$ cat src/rtl/errs_pkg.sv
// Shared constants, command codes and control/status types of the error report scheduler.
`timescale 1ns / 1ps
`default_nettype none
package errs_pkg;

   localparam int TABLE_DEPTH = 8;
   localparam int IDX_W       = (TABLE_DEPTH > 1) ? $clog2(TABLE_DEPTH) : 1;
   localparam int FLAT_W      = IDX_W + 1;
   localparam int MEM_DEPTH   = 2 ** FLAT_W;
   localparam int CODE_W      = 8;
   localparam int DATA_W      = 32;
   localparam int CMD_W       = 2;

   localparam logic [CMD_W-1:0]  CMD_REGISTER = 2'd0;
   localparam logic [CMD_W-1:0]  CMD_TICK     = 2'd1;
   localparam logic [CMD_W-1:0]  CMD_CLEAR    = 2'd2;

   localparam logic [CODE_W-1:0] EMPTY_CODE   = 8'hFF;

   typedef struct packed {
      logic load_req;
      logic tick_inc;
      logic scan_start;
      logic scan_run;
      logic do_reg;
      logic do_rearm;
      logic do_clear;
      logic out_load;
   } ctrl_cmd_type;

   typedef struct packed {
      logic [CMD_W-1:0] op;
      logic             reserved;
      logic             level;
      logic             rearm_pending;
      logic             scan_done;
      logic             out_free;
   } dp_stat_type;

endpackage
`default_nettype wire

$ cat src/rtl/errs_dp.sv
// Datapath: error tables, entry memories, tick counter, scan pipeline and result registers.
`timescale 1ns / 1ps
`default_nettype none
module errs_dp (
   input  wire logic                       clock,
   input  wire logic                       reset,
   input  wire errs_pkg::ctrl_cmd_type     cmd,
   output errs_pkg::dp_stat_type           stat,
   input  wire logic [1:0]                 req_command,
   input  wire logic [7:0]                 req_error_code,
   input  wire logic                       req_level,
   input  wire logic [31:0]                req_utc_time,
   input  wire logic [31:0]                req_repeat_interval,
   input  wire logic                       csr_write_enable,
   input  wire logic                       csr_write_data,
   input  wire logic                       rsp_ready,
   output logic                            rsp_valid,
   output logic                            rsp_status,
   output logic                            rsp_report_valid,
   output logic [7:0]                      rsp_report_code,
   output logic                            rsp_report_level,
   output logic [31:0]                     rsp_report_utc,
   output logic [31:0]                     rsp_report_interval,
   output logic [31:0]                     rsp_report_stamp
);
   import errs_pkg::*;

   logic [CMD_W-1:0]  op_ff;
   logic [CODE_W-1:0] code_ff;
   logic              lvl_ff;
   logic [DATA_W-1:0] utc_ff;
   logic [DATA_W-1:0] ivl_ff;
   logic              report_enable_ff;
   logic [DATA_W-1:0] tick_ff;
   logic [IDX_W-1:0]  ring_ff;

   logic [CODE_W-1:0] o_codes_ff [TABLE_DEPTH];
   logic [CODE_W-1:0] p_codes_ff [TABLE_DEPTH];

   logic [DATA_W-1:0] time_mem  [MEM_DEPTH];
   logic [DATA_W-1:0] ivl_mem   [MEM_DEPTH];
   logic [DATA_W-1:0] stamp_mem [MEM_DEPTH];
   logic [DATA_W-1:0] rd_time_ff;
   logic [DATA_W-1:0] rd_ivl_ff;
   logic [DATA_W-1:0] rd_stamp_ff;

   logic              scan_lvl_ff;
   logic [IDX_W-1:0]  scan_idx_ff;
   logic              eval_vld_ff;
   logic              eval_lvl_ff;
   logic [IDX_W-1:0]  eval_idx_ff;

   logic              st_status_ff;
   logic              st_rv_ff;
   logic [CODE_W-1:0] st_code_ff;
   logic              st_level_ff;
   logic [DATA_W-1:0] st_utc_ff;
   logic [DATA_W-1:0] st_ivl_ff;
   logic [DATA_W-1:0] st_stamp_ff;

   logic              rsp_valid_ff;
   logic              rsp_status_ff;
   logic              rsp_rv_ff;
   logic [CODE_W-1:0] rsp_code_ff;
   logic              rsp_level_ff;
   logic [DATA_W-1:0] rsp_utc_ff;
   logic [DATA_W-1:0] rsp_ivl_ff;
   logic [DATA_W-1:0] rsp_stamp_ff;

   logic              m0_any;
   logic [IDX_W-1:0]  m0_idx;
   logic              m1_any;
   logic              e1_any;
   logic [IDX_W-1:0]  e1_idx;
   logic [CODE_W-1:0] eval_code;
   logic [DATA_W-1:0] age;
   logic              eval_hit;
   logic              eval_last;
   logic              scan_done;
   logic              rearm_due;
   logic [FLAT_W-1:0] rd_addr;
   logic [FLAT_W-1:0] wr_addr;
   logic              wr_time_en;
   logic              wr_ivl_en;
   logic              wr_stamp_en;
   logic [DATA_W-1:0] wr_stamp_data;
   logic              new0;
   logic              new1;

   always_comb begin
      m0_any = 1'b0;
      m0_idx = '0;
      m1_any = 1'b0;
      e1_any = 1'b0;
      e1_idx = '0;
      for (int i = 0; i < TABLE_DEPTH; i++) begin
         if (!m0_any && o_codes_ff[i] == code_ff) begin
            m0_any = 1'b1;
            m0_idx = IDX_W'(i);
         end
         if (p_codes_ff[i] == code_ff) begin
            m1_any = 1'b1;
         end
         if (!e1_any && p_codes_ff[i] == EMPTY_CODE) begin
            e1_any = 1'b1;
            e1_idx = IDX_W'(i);
         end
      end
   end

   assign eval_code = eval_lvl_ff ? p_codes_ff[eval_idx_ff] : o_codes_ff[eval_idx_ff];
   assign age       = tick_ff - rd_stamp_ff;
   assign rearm_due = age > rd_ivl_ff;
   assign eval_hit  = eval_vld_ff && (eval_code != EMPTY_CODE) &&
                      ((rd_stamp_ff == '0) || (eval_lvl_ff && rearm_due));
   assign eval_last = eval_lvl_ff && (eval_idx_ff == IDX_W'(TABLE_DEPTH - 1));
   assign scan_done = eval_vld_ff && (eval_hit || eval_last);
   assign rd_addr   = (op_ff == CMD_TICK) ? {scan_lvl_ff, scan_idx_ff} : {1'b0, m0_idx};
   assign new0      = cmd.do_reg && !lvl_ff && !m0_any;
   assign new1      = cmd.do_reg && lvl_ff && !m1_any && e1_any;

   always_comb begin
      wr_addr       = {1'b0, ring_ff};
      wr_time_en    = 1'b0;
      wr_ivl_en     = 1'b0;
      wr_stamp_en   = 1'b0;
      wr_stamp_data = '0;
      if (new0) begin
         wr_addr     = {1'b0, ring_ff};
         wr_time_en  = 1'b1;
         wr_ivl_en   = 1'b1;
         wr_stamp_en = 1'b1;
      end else if (new1) begin
         wr_addr     = {1'b1, e1_idx};
         wr_time_en  = 1'b1;
         wr_ivl_en   = 1'b1;
         wr_stamp_en = 1'b1;
      end else if (cmd.do_rearm && rearm_due) begin
         wr_addr     = {1'b0, m0_idx};
         wr_time_en  = 1'b1;
         wr_stamp_en = 1'b1;
      end else if (cmd.scan_run && eval_hit) begin
         wr_addr       = {eval_lvl_ff, eval_idx_ff};
         wr_stamp_en   = 1'b1;
         wr_stamp_data = tick_ff;
      end
   end

   always_ff @(posedge clock) begin
      if (wr_time_en) begin
         time_mem[wr_addr] <= utc_ff;
      end
      if (wr_ivl_en) begin
         ivl_mem[wr_addr] <= ivl_ff;
      end
      if (wr_stamp_en) begin
         stamp_mem[wr_addr] <= wr_stamp_data;
      end
      rd_time_ff  <= time_mem[rd_addr];
      rd_ivl_ff   <= ivl_mem[rd_addr];
      rd_stamp_ff <= stamp_mem[rd_addr];
   end

   always_ff @(posedge clock) begin
      if (reset) begin
         for (int i = 0; i < TABLE_DEPTH; i++) begin
            o_codes_ff[i] <= EMPTY_CODE;
            p_codes_ff[i] <= EMPTY_CODE;
         end
         ring_ff          <= '0;
         tick_ff          <= '0;
         report_enable_ff <= 1'b0;
         eval_vld_ff      <= 1'b0;
         scan_lvl_ff      <= 1'b0;
         scan_idx_ff      <= '0;
         rsp_valid_ff     <= 1'b0;
      end else begin
         if (csr_write_enable) begin
            report_enable_ff <= csr_write_data;
         end
         if (cmd.tick_inc) begin
            tick_ff <= tick_ff + 32'd1;
         end
         if (new0) begin
            o_codes_ff[ring_ff] <= code_ff;
            ring_ff <= (ring_ff == IDX_W'(TABLE_DEPTH - 1)) ? '0 : ring_ff + 1'b1;
         end
         if (new1) begin
            p_codes_ff[e1_idx] <= code_ff;
         end
         if (cmd.do_clear) begin
            for (int i = 0; i < TABLE_DEPTH; i++) begin
               if (!lvl_ff && o_codes_ff[i] == code_ff) begin
                  o_codes_ff[i] <= EMPTY_CODE;
               end
               if (lvl_ff && p_codes_ff[i] == code_ff) begin
                  p_codes_ff[i] <= EMPTY_CODE;
               end
            end
         end
         if (cmd.scan_start) begin
            scan_lvl_ff <= 1'b0;
            scan_idx_ff <= '0;
            eval_vld_ff <= 1'b0;
         end else if (cmd.scan_run) begin
            eval_vld_ff <= 1'b1;
            if (scan_idx_ff == IDX_W'(TABLE_DEPTH - 1)) begin
               scan_idx_ff <= '0;
               scan_lvl_ff <= 1'b1;
            end else begin
               scan_idx_ff <= scan_idx_ff + 1'b1;
            end
         end
         if (cmd.out_load) begin
            rsp_valid_ff <= 1'b1;
         end else if (rsp_ready) begin
            rsp_valid_ff <= 1'b0;
         end
      end
   end

   always_ff @(posedge clock) begin
      if (cmd.load_req) begin
         op_ff        <= req_command;
         code_ff      <= req_error_code;
         lvl_ff       <= req_level;
         utc_ff       <= req_utc_time;
         ivl_ff       <= req_repeat_interval;
         st_status_ff <= 1'b0;
         st_rv_ff     <= 1'b0;
         st_code_ff   <= '0;
         st_level_ff  <= 1'b0;
         st_utc_ff    <= '0;
         st_ivl_ff    <= '0;
         st_stamp_ff  <= '0;
      end else if (cmd.scan_run && scan_done) begin
         if (!eval_hit) begin
            st_status_ff <= 1'b1;
         end else if (report_enable_ff) begin
            st_rv_ff    <= 1'b1;
            st_code_ff  <= eval_code;
            st_level_ff <= eval_lvl_ff;
            st_utc_ff   <= rd_time_ff;
            st_ivl_ff   <= rd_ivl_ff;
            st_stamp_ff <= tick_ff;
         end
      end
      if (cmd.scan_run) begin
         eval_lvl_ff <= scan_lvl_ff;
         eval_idx_ff <= scan_idx_ff;
      end
      if (cmd.out_load) begin
         rsp_status_ff <= st_status_ff;
         rsp_rv_ff     <= st_rv_ff;
         rsp_code_ff   <= st_code_ff;
         rsp_level_ff  <= st_level_ff;
         rsp_utc_ff    <= st_utc_ff;
         rsp_ivl_ff    <= st_ivl_ff;
         rsp_stamp_ff  <= st_stamp_ff;
      end
   end

   always_comb begin
      stat.op            = op_ff;
      stat.reserved      = (code_ff == EMPTY_CODE);
      stat.level         = lvl_ff;
      stat.rearm_pending = m0_any;
      stat.scan_done     = scan_done;
      stat.out_free      = !rsp_valid_ff || rsp_ready;
   end

   assign rsp_valid           = rsp_valid_ff;
   assign rsp_status          = rsp_status_ff;
   assign rsp_report_valid    = rsp_rv_ff;
   assign rsp_report_code     = rsp_code_ff;
   assign rsp_report_level    = rsp_level_ff;
   assign rsp_report_utc      = rsp_utc_ff;
   assign rsp_report_interval = rsp_ivl_ff;
   assign rsp_report_stamp    = rsp_stamp_ff;

endmodule
`default_nettype wire

$ cat src/rtl/errs_ctrl.sv
// Controller state machine that sequences one request beat through the datapath.
`timescale 1ns / 1ps
`default_nettype none
module errs_ctrl (
   input  wire logic                   clock,
   input  wire logic                   reset,
   input  wire logic                   req_valid,
   output logic                        req_ready,
   input  wire errs_pkg::dp_stat_type  stat,
   output errs_pkg::ctrl_cmd_type      cmd
);
   import errs_pkg::*;

   localparam logic [2:0] S_IDLE     = 3'd0;
   localparam logic [2:0] S_DISPATCH = 3'd1;
   localparam logic [2:0] S_SCAN     = 3'd2;
   localparam logic [2:0] S_REG      = 3'd3;
   localparam logic [2:0] S_REARM    = 3'd4;
   localparam logic [2:0] S_CLEAR    = 3'd5;
   localparam logic [2:0] S_FINISH   = 3'd6;

   logic [2:0] state_ff;
   logic [2:0] state_in;

   always_comb begin
      state_in  = state_ff;
      cmd       = '0;
      req_ready = 1'b0;
      case (state_ff)
         S_IDLE: begin
            req_ready = 1'b1;
            if (req_valid) begin
               cmd.load_req = 1'b1;
               state_in     = S_DISPATCH;
            end
         end
         S_DISPATCH: begin
            case (stat.op)
               CMD_TICK: begin
                  cmd.tick_inc   = 1'b1;
                  cmd.scan_start = 1'b1;
                  state_in       = S_SCAN;
               end
               CMD_REGISTER: begin
                  state_in = stat.reserved ? S_FINISH : S_REG;
               end
               CMD_CLEAR: begin
                  state_in = stat.reserved ? S_FINISH : S_CLEAR;
               end
               default: begin
                  state_in = S_FINISH;
               end
            endcase
         end
         S_SCAN: begin
            cmd.scan_run = 1'b1;
            if (stat.scan_done) begin
               state_in = S_FINISH;
            end
         end
         S_REG: begin
            cmd.do_reg = 1'b1;
            state_in   = (!stat.level && stat.rearm_pending) ? S_REARM : S_FINISH;
         end
         S_REARM: begin
            cmd.do_rearm = 1'b1;
            state_in     = S_FINISH;
         end
         S_CLEAR: begin
            cmd.do_clear = 1'b1;
            state_in     = S_FINISH;
         end
         S_FINISH: begin
            if (stat.out_free) begin
               cmd.out_load = 1'b1;
               state_in     = S_IDLE;
            end
         end
         default: begin
            state_in = S_IDLE;
         end
      endcase
   end

   always_ff @(posedge clock) begin
      if (reset) begin
         state_ff <= S_IDLE;
      end else begin
         state_ff <= state_in;
      end
   end

endmodule
`default_nettype wire

$ cat src/rtl/error_record_report_scheduler_unit.sv
// Top level of the error record and report scheduler.
`timescale 1ns / 1ps
`default_nettype none
// The req channel takes one command beat: register an error, tick, or clear an error.
// Every request beat yields exactly one rsp beat carrying the status and, for a tick
// that finds an entry due while reporting is enabled, the reported entry's fields.
// The csr port writes the report-enable bit; the user must write it only while the block is
// idle, as the block itself does not enforce this.
// A tick scans both tables one entry per cycle through the registered read port of the
// entry memories, stopping at the first entry that is due.
// One request is in work at a time; the next beat is accepted as soon as the previous
// result sits in the output register, even while the receiver has not taken it.
// When the receiver stalls, the output register holds its beat and a finished result
// waits in the staging registers, with the controller holding, until the register frees up.
// Reset empties both tables, zeroes the tick counter and the ring pointer, clears the
// report-enable bit and drops any pending response; no clearing pass is needed.
module error_record_report_scheduler_unit (
   input  wire logic        clock,
   input  wire logic        reset,
   input  wire logic        req_valid,
   output logic             req_ready,
   input  wire logic [1:0]  req_command,
   input  wire logic [7:0]  req_error_code,
   input  wire logic        req_level,
   input  wire logic [31:0] req_utc_time,
   input  wire logic [31:0] req_repeat_interval,
   output logic             rsp_valid,
   input  wire logic        rsp_ready,
   output logic             rsp_status,
   output logic             rsp_report_valid,
   output logic [7:0]       rsp_report_code,
   output logic             rsp_report_level,
   output logic [31:0]      rsp_report_utc,
   output logic [31:0]      rsp_report_interval,
   output logic [31:0]      rsp_report_stamp,
   input  wire logic        csr_write_enable,
   input  wire logic        csr_write_data
);
   import errs_pkg::*;

   ctrl_cmd_type cmd;
   dp_stat_type  stat;

   errs_ctrl u_ctrl (
      .clock     (clock),
      .reset     (reset),
      .req_valid (req_valid),
      .req_ready (req_ready),
      .stat      (stat),
      .cmd       (cmd)
   );

   errs_dp u_dp (
      .clock               (clock),
      .reset               (reset),
      .cmd                 (cmd),
      .stat                (stat),
      .req_command         (req_command),
      .req_error_code      (req_error_code),
      .req_level           (req_level),
      .req_utc_time        (req_utc_time),
      .req_repeat_interval (req_repeat_interval),
      .csr_write_enable    (csr_write_enable),
      .csr_write_data      (csr_write_data),
      .rsp_ready           (rsp_ready),
      .rsp_valid           (rsp_valid),
      .rsp_status          (rsp_status),
      .rsp_report_valid    (rsp_report_valid),
      .rsp_report_code     (rsp_report_code),
      .rsp_report_level    (rsp_report_level),
      .rsp_report_utc      (rsp_report_utc),
      .rsp_report_interval (rsp_report_interval),
      .rsp_report_stamp    (rsp_report_stamp)
   );

   // A reported entry never comes with the nothing-due status.
   a_report_not_idle: assert property (@(posedge clock) disable iff (reset)
      (rsp_valid && rsp_report_valid) |-> !rsp_status)
      else $error("report beat carries nothing-due status");

   // In the cycle after a request beat is taken the controller is busy.
   a_one_in_work: assert property (@(posedge clock) disable iff (reset)
      (req_valid && req_ready) |=> !req_ready)
      else $error("second request accepted while one is in work");

   // A result is moved to the output register only when that register is free.
   a_no_overwrite: assert property (@(posedge clock) disable iff (reset)
      cmd.out_load |-> stat.out_free)
      else $error("output beat overwritten before it was taken");

   // The re-arm check only runs for a one-shot register command.
   a_rearm_scope: assert property (@(posedge clock) disable iff (reset)
      cmd.do_rearm |-> (stat.op == CMD_REGISTER && !stat.level && stat.rearm_pending))
      else $error("re-arm check outside a one-shot register command");

endmodule
`default_nettype wire

$ cat config.mk
export PLATFORM = sky130hd
export DESIGN_NAME = error_record_report_scheduler_unit
export DESIGN_NICKNAME = d
export VERILOG_FILES = /design/src/rtl/errs_pkg.sv /design/src/rtl/errs_dp.sv /design/src/rtl/errs_ctrl.sv /design/src/rtl/error_record_report_scheduler_unit.sv
export SDC_FILE = /design/constraint.sdc
export NUM_CORES = 2
export LEC_CHECK = 0
export ABC_AREA = 1
export BUFFER_PORTS_ARGS = -buffer_cell sky130_fd_sc_hd__buf_2
export CAP_MARGIN = 10
export CORE_MARGIN = 2
export CORE_UTILIZATION = 50
export CTS_CLUSTER_SIZE = 24
export DETAILED_ROUTE_END_ITERATION = 16
export PLACE_DENSITY_LB_ADDON = 0.15
export SYNTH_ARGS = -nofsm -noshare
export SYNTH_HDL_FRONTEND = slang
export SYNTH_SLANG_ARGS = --single-unit
$ cat constraint.sdc
create_clock -name clock -period 7.51 [get_ports clock]
set_input_delay 1.502 -clock clock [delete_from_list [all_inputs] [get_ports clock]]
set_output_delay 1.502 -clock clock [all_outputs]
set_load 0.02 [all_outputs]
==> results.cfg <==
[die]
fp.dieW_um = 430
io_pins = 190
core_area_sq_mm = 0.181
rows = 156
start_util_pct = 50.3
die-area_sq_mm = 0.185
die_h_um = 430

[setup_path]
critPathRequiredTime_ps = 8000
cp-end-kind = register
worst-path-max-fanout = 32
startpoint_type = register
critPathArrivalTime_ps = 7200
crit_type = reg -> reg
rrSetupSlack_ps = 810
reg2reg_to = u_dp.ivl_mem[2][23]$_DFFE_PP_
r2r_start = u_dp.tick_ff[0]$_SDFFE_PP0P_
r2r_cells = 27

[logic_synthesis]
ys_types = 52
syn_area_sq_mm = 0.0909
ys_ff_latch = 2101
syn_nets = 8817
synth_top_family_by_area = simple AND/OR/NAND/NOR gates
synth-simple-area-share_pct = 23.1
synth_edf_count = 1850
ys_async_sr_fraction_pct = 0
yosysSeqAreaShare_pct = 66.7
synth_compound_area_share_pct = 1.84
synthCells = 8667
synth_adder_area_share_pct = 0.958
synth_top_flop_cell = edfxtp_1
synth_xor_area_share_pct = 0.906
syn_area_per_cell_sq_um = 10.5
yosysWarnings = 0
synthMuxAreaShare_pct = 0

[global_routing]
antenna_found_initial = 10
grt_start_max_net_pins = 197
grt_pass1_wl_mm = 385
overflow = 0
grt_usage_pct = 27.4
grt_pass1_vias = 60300

[sta]
timing.setup.tns_ps = 0
slew_violations = 0
hold_viol_final = 0
period_share_pct = 89.3
fmax_ghz = 0.149
period_minus_slack_ps = 6700
max_slew_margin_pct = 18.5
setup_viol = 0
fin_skew_ps = 28.1
tightest_slew_ps = 1220
rsz0062_at_grt = no

[clock_network]
htreeDepth = 4
numCtsBuffers = 215
cts_tree = done
clockRootBuffer = clkbuf_16
path_clk_slew_ps = 60
cts_setup_buffers = 0
hold_buffers = 0
post_cts_resized = 0
clock_sinks = 2101
cts.path.max_buffers = 3
insertion_delay_ps = 870

[drt]
drtIter0Drc = 6996
ant_nets = 0
avgRoutedWirePerCell_um = 22.8
vias_per_cell = 5.61
dr.pass1.iters = 6
vias = 63400
drcViolationCount = 0
wl_mm = 258

[min_path]
hp-start = u_dp.st_utc_ff[0]$_SDFFE_PP0P_
hold_class = reg -> reg
hold_end = u_dp.rsp_report_utc[0]$_DFFE_PP_
hold_depth = 0

[run_status]
status = finished, final reports clean

[placed_design]
io_buffers = 189
dpl.hpwl_mm = 156
gp_congestion = 0.917
post_dp_cell_area_sq_mm = 0.0945

[layout]
syn_to_final_growth_pct = 11.6
nets = 8894
fillers = 15300
design_area_sq_mm = 0.101
drive_gt1_share_pct = 8.96

[run]
cap_viol_max_count = 0

[power]
p_per_area_mw_per_mm2 = 321
ir_worst_vdd_uv = 212
leakagePower_nw = 39.7
p_total_mw = 32.6
-- layer usage --
layer / GRT usage [%] / vias to the layer above / routed length [um]
met4: 8.81 / 6 / 7750
li1: - / 29500 / -
met1: 39.6 / 30800 / 111000
met3: 4.68 / 431 / 21400
met5: 0 / - / 34
met2: 42.5 / 2654 / 118000
-- worst max-delay path by stage --
stage	from	end	slack, ps
finish	u_dp.tick_ff[0]$_SDFFE_PP0P_	u_dp.ivl_mem[2][23]$_DFFE_PP_	810
detailed placement	u_dp.tick_ff[0]$_SDFFE_PP0P_	u_dp.ivl_mem[2][23]$_DFFE_PP_	790
CTS	u_dp.tick_ff[0]$_SDFFE_PP0P_	u_dp.ivl_mem[2][23]$_DFFE_PP_	710
global route	u_dp.rd_stamp_ff[2]$_DFF_P_	u_dp.ivl_mem[2][23]$_DFFE_PP_	130
floorplan	u_dp.rd_stamp_ff[2]$_DFF_P_	u_dp.ivl_mem[15][0]$_DFFE_PP_	670
global placement	u_dp.rd_stamp_ff[2]$_DFF_P_	u_dp.ivl_mem[1][23]$_DFFE_PP_	790
-- synthesized netlist by cell type (all sizes together), types with 18 or more instances --
master | count | area share (%)
xnor2 | 38 | 0.37
ha | 68 | 0.94
buf | 359 | 2.2
nand4 | 63 | 0.43
o21ai | 55 | 0.31
nor3 | 69 | 0.39
clkbuf | 154 | 0.64
nor2 | 308 | 1.3
inv | 883 | 3.6
xor2 | 56 | 0.54
nand3b | 194 | 1.6
edfxtp | 1850 | 61
o211ai | 18 | 0.15
dfxtp | 251 | 5.5
nand3 | 1718 | 9.5
nand2 | 2296 | 9.5
nor4 | 31 | 0.25
a21oi | 198 | 1.1
-- flip-flops by register name, indices dropped and copies added, names as in the netlist, 64 cells and up, named ones only --
| register | count |
|---|---|
| u_dp.ivl_mem | 512 |
| u_dp.stamp_mem | 512 |
| u_dp.time_mem | 512 |
| u_dp.o_codes_ff | 64 |
| u_dp.p_codes_ff | 64 |
-- cell usage in the layout (no fill, tap or decap), types with 16 or more instances in the layout --
cell       netlist  final
buf_12           0     40
xor2_1          56     56
clkbuf_16        0    219
nor2_2          13     25
inv_2           20     21
nand4_1         63     63
nor2_4           0     20
a21oi_1        197    197
clkbuf_1       154     64
nor3_1          67     36
nor3_2           2     33
nand3_1       1713   1713
xnor2_1         38     38
clkinv_2         0     30
nor4_1          27     27
nor2_1         295    263
ha_1            68     68
clkinv_1         4     42
edfxtp_1      1850   1850
nand2_1       2293   2291
dfxtp_1        251    249
o21ai_0         50     50
nand3b_1       194    194
o211ai_1        18     18
bufinv_16        0     16
buf_2          297    190
buf_4           28    143
inv_1          863    861
-- critical path, stage by stage, from the launching register on --
cell and delay, ps:
dfxtp_1 330, inv_1 160, ha_1 170, inv_1 60
fa_1 400, nand3_1 110, nand2_1 120, a31oi_1 290
o21ai_0 240, nand2_1 150, o21ai_0 150, a21boi_0 400
o21ai_0 180, xor2_1 170, ha_1 290, nand2_1 90
nor3_1 240, nor2b_1 390, nand4_1 280, nand3_1 160
nand2_1 220, nand3_4 190, inv_2 90, nand2_1 80
nand4_1 330, buf_4 330, nor3_2 180, buf_4 500
-- cells by family after synthesis --
group,Yosys count
buffers and inverters,1400
and+or+nand+nor,4697
xor gates and xnor gates,94
AOI/OAI and AO/OA,306
DFF,2101
adders and majority gates,69
-- per-stage QoR --
step	cells	hold WS, ps	worst slack, ps	util, %
after floorplan	8667	408	669	-
after global placement	10900	412	790	52.3
after detailed placement	10900	417	787	52.3
after CTS	11300	425	710	56.1
after global routing	11300	423	132	56.1
final	11300	423	805	56.1
-- final cells by class --
class | instances | area [sq um] | share of cell area, %
Inverter | 887 | 3340 | 3.29
Sequential cell | 2101 | 60600 | 59.7
Antenna cell | 12 | 30.0 | 0.0296
Clock buffer | 295 | 5890 | 5.80
Tap cell | 2370 | 2970 | 2.92
Multi-Input combinational cell | 5166 | 24800 | 24.4
Clock inverter | 107 | 1050 | 1.04
Timing Repair Buffer | 373 | 2830 | 2.78
-- power breakdown --
part / switching (mW) / internal (mW) / leakage (nW) / total [mW]
Sequential: 0.773 / 13.7 / 17.5 / 14.5
Combinational: 5.62 / 1.92 / 18.8 / 7.54
Clock: 4.53 / 6.03 / 3.38 / 10.6
Total: 10.9 / 21.7 / 39.7 / 32.6
(Power assumes the default switching activity.)
